### src/smp_pkg.sv
// ----------------------------------------------------------------------------
// smp_pkg
// Shared constants and types of the stable multiway partition unit.
// ----------------------------------------------------------------------------
package smp_pkg;

  localparam int unsigned NUM_PIVOTS  = 16;
  localparam int unsigned CAPACITY    = 4096;
  localparam int unsigned DATA_WIDTH  = 32;
  localparam int unsigned NUM_BUCKETS = NUM_PIVOTS + 1;

  localparam int unsigned AW    = $clog2(CAPACITY);
  localparam int unsigned CNT_W = $clog2(CAPACITY + 1);
  localparam int unsigned BKT_W = $clog2(NUM_BUCKETS);

  typedef enum logic [1:0] {
    MODE_PIVOT = 2'd0,
    MODE_DATA  = 2'd1,
    MODE_READ  = 2'd2,
    MODE_NONE  = 2'd3
  } mode_e;

  typedef enum logic [2:0] {
    ST_IDLE,
    ST_EXEC,
    ST_PREFIX,
    ST_SCATTER,
    ST_READ,
    ST_RESULT
  } state_e;

  typedef struct packed {
    logic latch;
    logic pivot_wr;
    logic data_wr;
    logic pfx_init;
    logic pfx_step;
    logic scat_step;
    logic set_draining;
    logic rd_issue;
    logic out_strobe;
  } cmd_t;

  typedef struct packed {
    mode_e mode;
    logic  draining;
    logic  pfx_last;
    logic  scat_done;
  } stat_t;

endpackage

### src/smp_ctrl.sv
// ----------------------------------------------------------------------------
// smp_ctrl
// Sequencer: command decode, prefix pass, scatter pass and read timing.
// ----------------------------------------------------------------------------
module smp_ctrl (
  input  logic           clk_i,
  input  logic           rst_ni,
  input  logic           start,
  output logic           busy,
  input  smp_pkg::stat_t stat_i,
  output smp_pkg::cmd_t  cmd_o
);

  smp_pkg::state_e state_q, state_d;

  always_ff @(posedge clk_i or negedge rst_ni) begin
    if (!rst_ni) begin
      state_q <= smp_pkg::ST_IDLE;
    end else begin
      state_q <= state_d;
    end
  end

  always_comb begin
    state_d = state_q;
    unique case (state_q)
      smp_pkg::ST_IDLE: begin
        if (start) state_d = smp_pkg::ST_EXEC;
      end
      smp_pkg::ST_EXEC: begin
        if (stat_i.mode == smp_pkg::MODE_READ) begin
          state_d = stat_i.draining ? smp_pkg::ST_READ : smp_pkg::ST_PREFIX;
        end else begin
          state_d = smp_pkg::ST_IDLE;
        end
      end
      smp_pkg::ST_PREFIX: begin
        if (stat_i.pfx_last) state_d = smp_pkg::ST_SCATTER;
      end
      smp_pkg::ST_SCATTER: begin
        if (stat_i.scat_done) state_d = smp_pkg::ST_READ;
      end
      smp_pkg::ST_READ:   state_d = smp_pkg::ST_RESULT;
      smp_pkg::ST_RESULT: state_d = smp_pkg::ST_IDLE;
      default:            state_d = smp_pkg::ST_IDLE;
    endcase
  end

  always_comb begin
    cmd_o = '0;
    busy  = (state_q != smp_pkg::ST_IDLE);
    unique case (state_q)
      smp_pkg::ST_IDLE:    cmd_o.latch = start;
      smp_pkg::ST_EXEC: begin
        cmd_o.pivot_wr = (stat_i.mode == smp_pkg::MODE_PIVOT);
        cmd_o.data_wr  = (stat_i.mode == smp_pkg::MODE_DATA);
        cmd_o.pfx_init = (stat_i.mode == smp_pkg::MODE_READ) && !stat_i.draining;
      end
      smp_pkg::ST_PREFIX:  cmd_o.pfx_step = 1'b1;
      smp_pkg::ST_SCATTER: begin
        cmd_o.scat_step    = 1'b1;
        cmd_o.set_draining = stat_i.scat_done;
      end
      smp_pkg::ST_READ:    cmd_o.rd_issue = 1'b1;
      smp_pkg::ST_RESULT:  cmd_o.out_strobe = 1'b1;
      default:             cmd_o = '0;
    endcase
  end

endmodule

### config.mk
export PLATFORM = sky130hd
export DESIGN_NAME = smp_ctrl
export DESIGN_NICKNAME = d
export VERILOG_FILES = /design/src/smp_pkg.sv /design/src/smp_ctrl.sv
export SDC_FILE = /design/constraint.sdc
export NUM_CORES = 1
export LEC_CHECK = 0
export BUFFER_PORTS_ARGS = -buffer_cell sky130_fd_sc_hd__buf_2
export CAP_MARGIN = 10
export CORE_AREA = 5 5 42 44
export DETAILED_ROUTE_END_ITERATION = 10
export DIE_AREA = 0 0 47 49
export PLACE_DENSITY_LB_ADDON = 0.25
export SYNTH_ARGS = -nofsm -noshare
export SYNTH_HDL_FRONTEND = slang
export SYNTH_SLANG_ARGS = --single-unit
### constraint.sdc
create_clock -name clk_i -period 1.3 [get_ports clk_i]
set_input_delay 0.195 -clock clk_i [delete_from_list [all_inputs] [get_ports clk_i]]
set_output_delay 0.195 -clock clk_i [all_outputs]
set_load 0.01 [all_outputs]
Yosys cells after proc, flatten, opt, wreduce, memory -nomap -nowiden
Index checks and enable logic that the tools add are counted.
{"block": "word_totals", "out_inout_bits": 10, "word_cells": 29, "ff_bits": 3, "input_bits": 8}
{"block": "op_classes", "n_mux": 12, "eq_ne": 10, "reduce_logical": 6}
{"cell": "2-to-1 mux 3 bit", "n": 6}
{"cell": "case mux 3 bit (5 select lines)", "n": 1}
{"cell": "equality test 3 x 2 -> 1 bit, second input constant", "n": 2}
{"cell": "equality test 3 bit, second input constant", "n": 2}
{"cell": "!= test 2 bit, second input constant", "n": 3}
{"cell": "2-to-1 mux 1 bit", "n": 4}
{"cell": "equality test 3 x 1 -> 1 bit, second input constant", "n": 1}
{"cell": "zero test 3 bit", "n": 1}
{"cell": "AND reduction 3 bit", "n": 1}
{"cell": "nonzero test 3 bit", "n": 1}
{"cell": "equality test 2 x 1 -> 1 bit, second input constant", "n": 1}
{"cell": "equality test 2 bit, second input constant", "n": 1}
{"cell": "zero test 2 bit", "n": 1}
{"cell": "2-to-1 mux 2 bit", "n": 1}
{"cell": "logical AND 1 bit", "n": 1}
{"cell": "zero test 1 bit", "n": 1}

Depth between registers and ports, before layout
Gate-level depths: netlist (run 1).
{"block": "depth", "depth_word": 3, "ltp_mapped": 4, "depth_no_buf": 3}

Least setup slack after synthesis (run 1)
No wires, ideal clock.
{"block": "synth_timing", "path_type": "reg-to-output", "from": "reg state_q[1]", "to": "out cmd_o[6] (netlist bit)", "stages_incl_launch_ff": 3, "arrival_ns": 1.046, "setup_slack_ns": 0.059, "cell_sequence": "dfrtp_1 -> nand2b_4 -> nor4b_1"}
{"element": "start, declared", "line": "smp_ctrl.sv:14", "rtl": "smp_pkg::state_e state_q, state_d;"}
{"element": "start signal, assigned", "line": "smp_ctrl.sv:18", "rtl": "state_q <= smp_pkg::ST_IDLE;"}
{"element": "start signal, assigned", "line": "smp_ctrl.sv:20", "rtl": "state_q <= state_d;"}
{"element": "end, declared", "line": "smp_ctrl.sv:11", "rtl": "output smp_pkg::cmd_t cmd_o"}

==> metrics.csv, run 1 <==
metric,value,unit
Netlist cell types,19,
mux contribution to synthesized area,3.922,%
Max Clock Freq,720.7,MHz
Post-DP Area,375.4,um2
Adder-Cell Fraction of Synth Area,0,%
Pre-antenna DRT Iters,1,
Buffers on Ports,17,
filler instances,160,
Compound-Gate Fraction of Synth Area,12.75,%
GRT Total Usage,7.350,%
layout cell share with drive strength beyond 1,69.49,%
1st-iter DRT viols,0,
Sink Count,3,
CTS tree,done,
max-cap viol count,0,
final net count,68,
die width,47,um
Top Registers,state_q (3),
area share of and/or/nand/nor cells after synthesis,48.04,%
"Req. time, crit path",1.11,ns
Inst Count DP,64,
Multi-input gate area,192.7,um2
GPL Wtd Cong,0.6670,
Largest register FFs,3,
"Data arrival, critical path",1.19,ns
"Most flops, register",state_q,
"commonest cells after routing, fill and taps aside","16 x buf_2, 5 x buf_4, 4 x buf_6",
residual DRC count,0,
DPL Wire Length,608.8,um
Post-Layout Cell Count,75,
CP Class,flop to output pin,
WL/cell,11.16,um
violated checks,setup timing,
final instance area,516.7,um2
run status,finished with violations,
row count,14,
Final Critical Period,1.387,ns
Skew-Pair Late Insertion Delay,0.23,ns
"Hold Vio Cnt, Final",0,
Max VDD drop,0.9848,mV
initial cell density of the core,18.21,%
Layout area overhead,102.5,%
Worst-path clk slew,0.04,ns
critical path endpoint category,output pin,
Hold/Removal Path Class,input port to flop,
core area,1401,um2
drt total wl,837,um
sequential element share of the synthesized area,29.41,%
Syn. warnings,0,
Pwr per Cell Area,2278,nW/um2
syn avg cell area,8.802,um2
CP cell instances,"inv_2, and3_4, and2_4, buf_6",
grt ovf,0,
crit path max-delay cell type,dfrtp_2,
Max-slew headroom,84.26,%
via count,317,
CP peak stage delay,0.45,ns
worst hold slack,0.2138,ns
synthesized flop and latch total,3,
final antenna-violating net count,0,
number of vias per cell,4.227,
"Slew Viols, Final",0,
pin count of the biggest net entering global routing,8,
CP Launch Type,flop,
Max Root-Sink Buffers,2,
Synth Net Count,37,
Synth Instances,29,
total CTS buffers,3,
worst slew pin tran,0.2339,ns
Crit Path Max Fanout,5,
H-tree Lvls,1,
final worst slack,-0.08746,ns
post-synthesis cell area,255.2,um2
final setup violation count,7,
via count of the first global-routing pass,308,
global-route wire length before repair,1242,um
xor-xnor portion of the synthesized cell area,0,%
"commonest non-fill, non-tap cell in the layout",buf_2,
Pleak,0.2532,nW
CTS Root Cell,clkbuf_4,
FF+latch area,77.57,um2
pre-CTS WS,0.05174,ns
Antenna diodes,0,
# IOs,18,
RSZ-0062 raised after global routing,yes,
Pwr Total,1.177,mW
ratio of final minimum period to clock period,106.7,%
Layout Skew,0.0006852,ns
initial antenna violation count,0,
largest family of logic cells by synthesized area,simple AND/OR/NAND/NOR gates,
die height,49,um
Die ar.,2303,um2
-- through the flow --
step	util, %	TNS (ns)
finish	36.88	-0.4534
global placement	26.79	0
CTS	33.04	-0.5005
floorplan	-	0
global route	36.88	-0.9560
detailed placement	26.79	0
-- Yosys cell counts, drive strengths merged --
library cell  n  area, um2
mux2i         1      10.01
nor4          2      27.53
and3          2      17.52
nor2          3      11.26
nand2b        3      26.27
a31o          2      17.52
buf           1      7.510
nor4b         1      8.760
o21ai         3      15.01
inv           2      7.500
nor3          1      10.01
nand2         4      15.01
dfrtp         3      75.07
and2          1      6.260
-- final cells by class --
cell class                 instances  share of cell area (%)
multi-input combinational         23                   37.29
timing repair buffer              27                   37.29
sequential                         3                   15.01
clock buffer                       4                   5.085
tap                               16                   3.874
inverter                           2                   1.453
-- worst max-delay path, delay by kind of cell (launching register included) --
| kind | cells | cell delay [ns] |
|---|---|---|
| AND/OR/NAND/NOR | 2 | 0.31 |
| flip-flops | 1 | 0.45 |
| buffers and inverters | 2 | 0.20 |
-- report_power, final --
part / internal (mW) / total, mW / switching, mW
Clock: 0.115 / 0.160 / 0.0453
Sequential: 0.144 / 0.226 / 0.0821
Combinational: 0.442 / 0.791 / 0.348
Total: 0.701 / 1.18 / 0.476
-- cells by family after synthesis --
| kind of cell | Yosys count |
|---|---|
| AND/OR/NAND/NOR | 17 |
| AO/OA/AOI/OAI | 5 |
| flip-flops | 3 |
| buffers and inverters | 3 |
| multiplexers | 1 |
-- per-layer routing --
metal	part of all wire, %	global-route usage, %	up-vias
met5	0	0	-
met4	0	4.147	0
met3	8.4	3.690	0
met2	51	10.86	10
met1	40	8.222	143
li1	-	-	164
-- what timing repair did --
action | 4_1_cts | 5_1_grt
setup endpoints to repair | 9 | 10
pin swaps | 2 | 3
hold buffers | 1 | 0
buffers inserted | 4 | 2
hold endpoints to repair | 3 | 0
gates resized for setup | 6 | 7
cloned | 0 | 0
-- final timing paths --
| path | startpoint | to | slack [ns] | cells after the start |
|---|---|---|---|---|
| min in group asynchronous | rst_ni | state_q[2] | 0.29 | 2 |
| worst max register to register | state_q[2] | state_q[2] | 0.19 | 4 |
| worst min register to register | state_q[2] | state_q[0] | 0.64 | 2 |
| worst max-delay path | state_q[2] | cmd_o[2] | -0.09 | 4 |
| max in group asynchronous | rst_ni | state_q[0] | 0.89 | 2 |
| worst min-delay path | start | state_q[0] | 0.21 | 3 |
(Power assumes the default switching activity.)
==> run 2: changes to the inputs <==
- CAP_MARGIN: 10 -> default
- CTS_CLUSTER_SIZE: default -> 10
- clock period: 1.3 -> 1.23 ns (I/O delays scaled with it)
==> run 2 against run 1 <==
Effect of this change:
- the flow still finishes with violations (setup timing)
- clock power grew 8%
- combinational power grew 5.2%
- die area did not move
- largest cell class is now buffers
==> metrics.csv, run 2 (synthesis gave the netlist of run 1 again) <==
metric,value,unit,change
Final Critical Period,1.414,ns,
residual DRC count,0,,unchanged
Sw Pwr,0.5185,mW,+9.0%
final instance area,541.8,um2,+4.8%
critical path endpoint category,output pin,,
internal cell power,0.7326,mW,+4.5%
Worst-path clk slew,0.04,ns,about the same
"commonest non-fill, non-tap cell in the layout",buf_2,,
crit path max-delay cell type,dfrtp_1,,
row count,14,,unchanged
Seq pwr share,19.6,%,+0.4 points
Critical path buffers and inverters,1,,-1
layout cell share with drive strength beyond 1,70.00,%,+0.51 points
initial antenna violation count,0,,unchanged
global-route wire length before repair,1221,um,-1.7%
Skew-Pair Late Insertion Delay,0.23,ns,about the same
WL/cell,11.29,um,+1.2%
final worst slack,-0.1843,ns,-0.09679 ns
"Req. time, crit path",1.05,ns,-0.06 ns
initial cell density of the core,18.21,%,unchanged
Clock power frac,13.9,%,+0.3 points
"Slew Viols, Final",0,,unchanged
drt total wl,858,um,+2.5%
Comb pwr share,66.5,%,-0.7 points
filler instances,159,,-0.63%
"Hold Vio Cnt, Final",0,,unchanged
CP peak stage delay,0.41,ns,-0.04 ns
Pwr per Cell Area,2309,nW/um2,+1.4%
DPL Wire Length,648.6,um,+6.5%
Pleak,0.2672,nW,+5.5%
Crit Path Max Fanout,4,,-1
CP cell instances,"nand2b_4, nor4_4, buf_2",,
Pwr Total,1.251,mW,+6.3%
"Most flops, register",state_q,,
via count,318,,+0.32%
GRT Total Usage,7.405,%,+0.055 points
via count of the first global-routing pass,287,,-6.8%
"reg-to-reg slack, setup",0.03,ns,-0.16 ns
Max-slew headroom,85.65,%,+1.4 points
Largest register FFs,3,,unchanged
H-tree Lvls,1,,unchanged
worst slew pin tran,0.2133,ns,-0.02059 ns
"commonest cells after routing, fill and taps aside","15 x buf_2, 6 x buf_4, 5 x buf_6",,
Layout Skew,0.004155,ns,+0.003469 ns
Max Clock Freq,707.1,MHz,
CP Launch Type,flop,,
final setup violation count,10,,+3
die width,47,um,unchanged
setup TNS,-1.183,ns,-0.7293 ns
CTS Root Cell,clkbuf_4,,
final net count,69,,+1.5%
ratio of final minimum period to clock period,115.0,%,
run status,finished with violations,,
die height,49,um,unchanged
worst hold slack,0.2170,ns,+0.003117 ns
Post-DP Area,404.1,um2,+7.7%
sw frac,41.44,%,+1.0 points
violated checks,setup timing,,
Hold/Removal Path Class,input port to flop,,
max-cap viol count,0,,unchanged
final antenna-violating net count,0,,unchanged
core area,1401,um2,unchanged
Die ar.,2303,um2,unchanged
Antenna diodes,0,,unchanged
Layout area overhead,112.3,%,
pin count of the biggest net entering global routing,7,,-1
Max Root-Sink Buffers,2,,unchanged
Pre-antenna DRT Iters,3,,+2
Sink Count,3,,unchanged
CP Class,flop to output pin,,
Max VDD drop,1.237,mV,+26%
Top Family by Delay on Critical Path,simple AND/OR/NAND/NOR gates,,
"Data arrival, critical path",1.23,ns,+0.04 ns
number of vias per cell,4.184,,-1.0%
grt ovf,0,,unchanged
RSZ-0062 raised after global routing,yes,,
GPL Wtd Cong,0.6599,,-1.1%
# IOs,18,,unchanged
1st-iter DRT viols,4,,+4
total CTS buffers,3,,unchanged
Top Registers,state_q (3),,
Buffers on Ports,17,,unchanged
CTS tree,done,,
-- run 2: worst reg2reg max path, cell delays in order (launching register included) --
cell	delay (ns)
dfrtp_1	0.41
nand2b_4	0.19
nor4_4	0.23
buf_4	0.15
buf_6	0.08
a31o_1	0.08
-- run 2: final timing paths --
kind | endpoint | start | cells after the start
worst max-delay path | cmd_o[5] | state_q[1] | 3
worst min-delay path | state_q[0] | start | 3
worst max register to register | state_q[1] | state_q[1] | 5
worst min register to register | state_q[1] | state_q[1] | 1
max in group asynchronous | state_q[0] | rst_ni | 2
min in group asynchronous | state_q[2] | rst_ni | 2
-- run 2: final cells by class --
type                    count  area, um2  share of cell area, %
well taps                  16      20.02                  3.695
flip-flops and latches      3      77.57                  14.32
clock buffers               4      26.28                  4.850
repair buffers             28      206.4                  38.11
inverters                   2      10.01                  1.848
multi-input cells          23      201.4                  37.18
-- run 2: stage by stage --
step / instances / worst slack, ns / utilization [%]
final: 76 / -0.1843 / 38.66
after global placement: 67 / 0.04693 / 28.84
after floorplan: 29 / 0.08328 / -
after detailed placement: 67 / 0.02175 / 28.84
after CTS: 75 / -0.1810 / 33.39
after global routing: 76 / -0.2455 / 38.66
-- run 2: metal layers --
layer / share of wire, % / wire length, um / global-route usage [%] / vias up
met5: 0 / 0 / 0 / -
met4: 0 / 0 / 1.382 / 0
met1: 41 / 350 / 8.830 / 142
li1: - / - / - / 165
met2: 51 / 440 / 11.31 / 11
met3: 7.9 / 68 / 4.428 / 0
-- run 2: what timing repair did --
| action | 4_1_cts | 5_1_grt |
|---|---|---|
| setup endpoints to repair | 10 | 10 |
| resized for setup | 3 | 12 |
| hold buffers | 1 | 0 |
| buffers inserted | 3 | 1 |
| endpoints found under the hold margin | 3 | 0 |
| pin swaps | 1 | 4 |
-- run 2: power by group through the flow --
stage / sequential, mW / combinational, mW / clock (mW)
3_5_place_dp: 0.226 / 0.601 / 0
2_1_floorplan: 0.201 / 0.364 / 0
3_3_place_gp: 0.226 / 0.603 / 0
4_1_cts: 0.236 / 0.657 / 0.178
6_report: 0.245 / 0.832 / 0.173
5_1_grt: 0.253 / 0.906 / 0.205
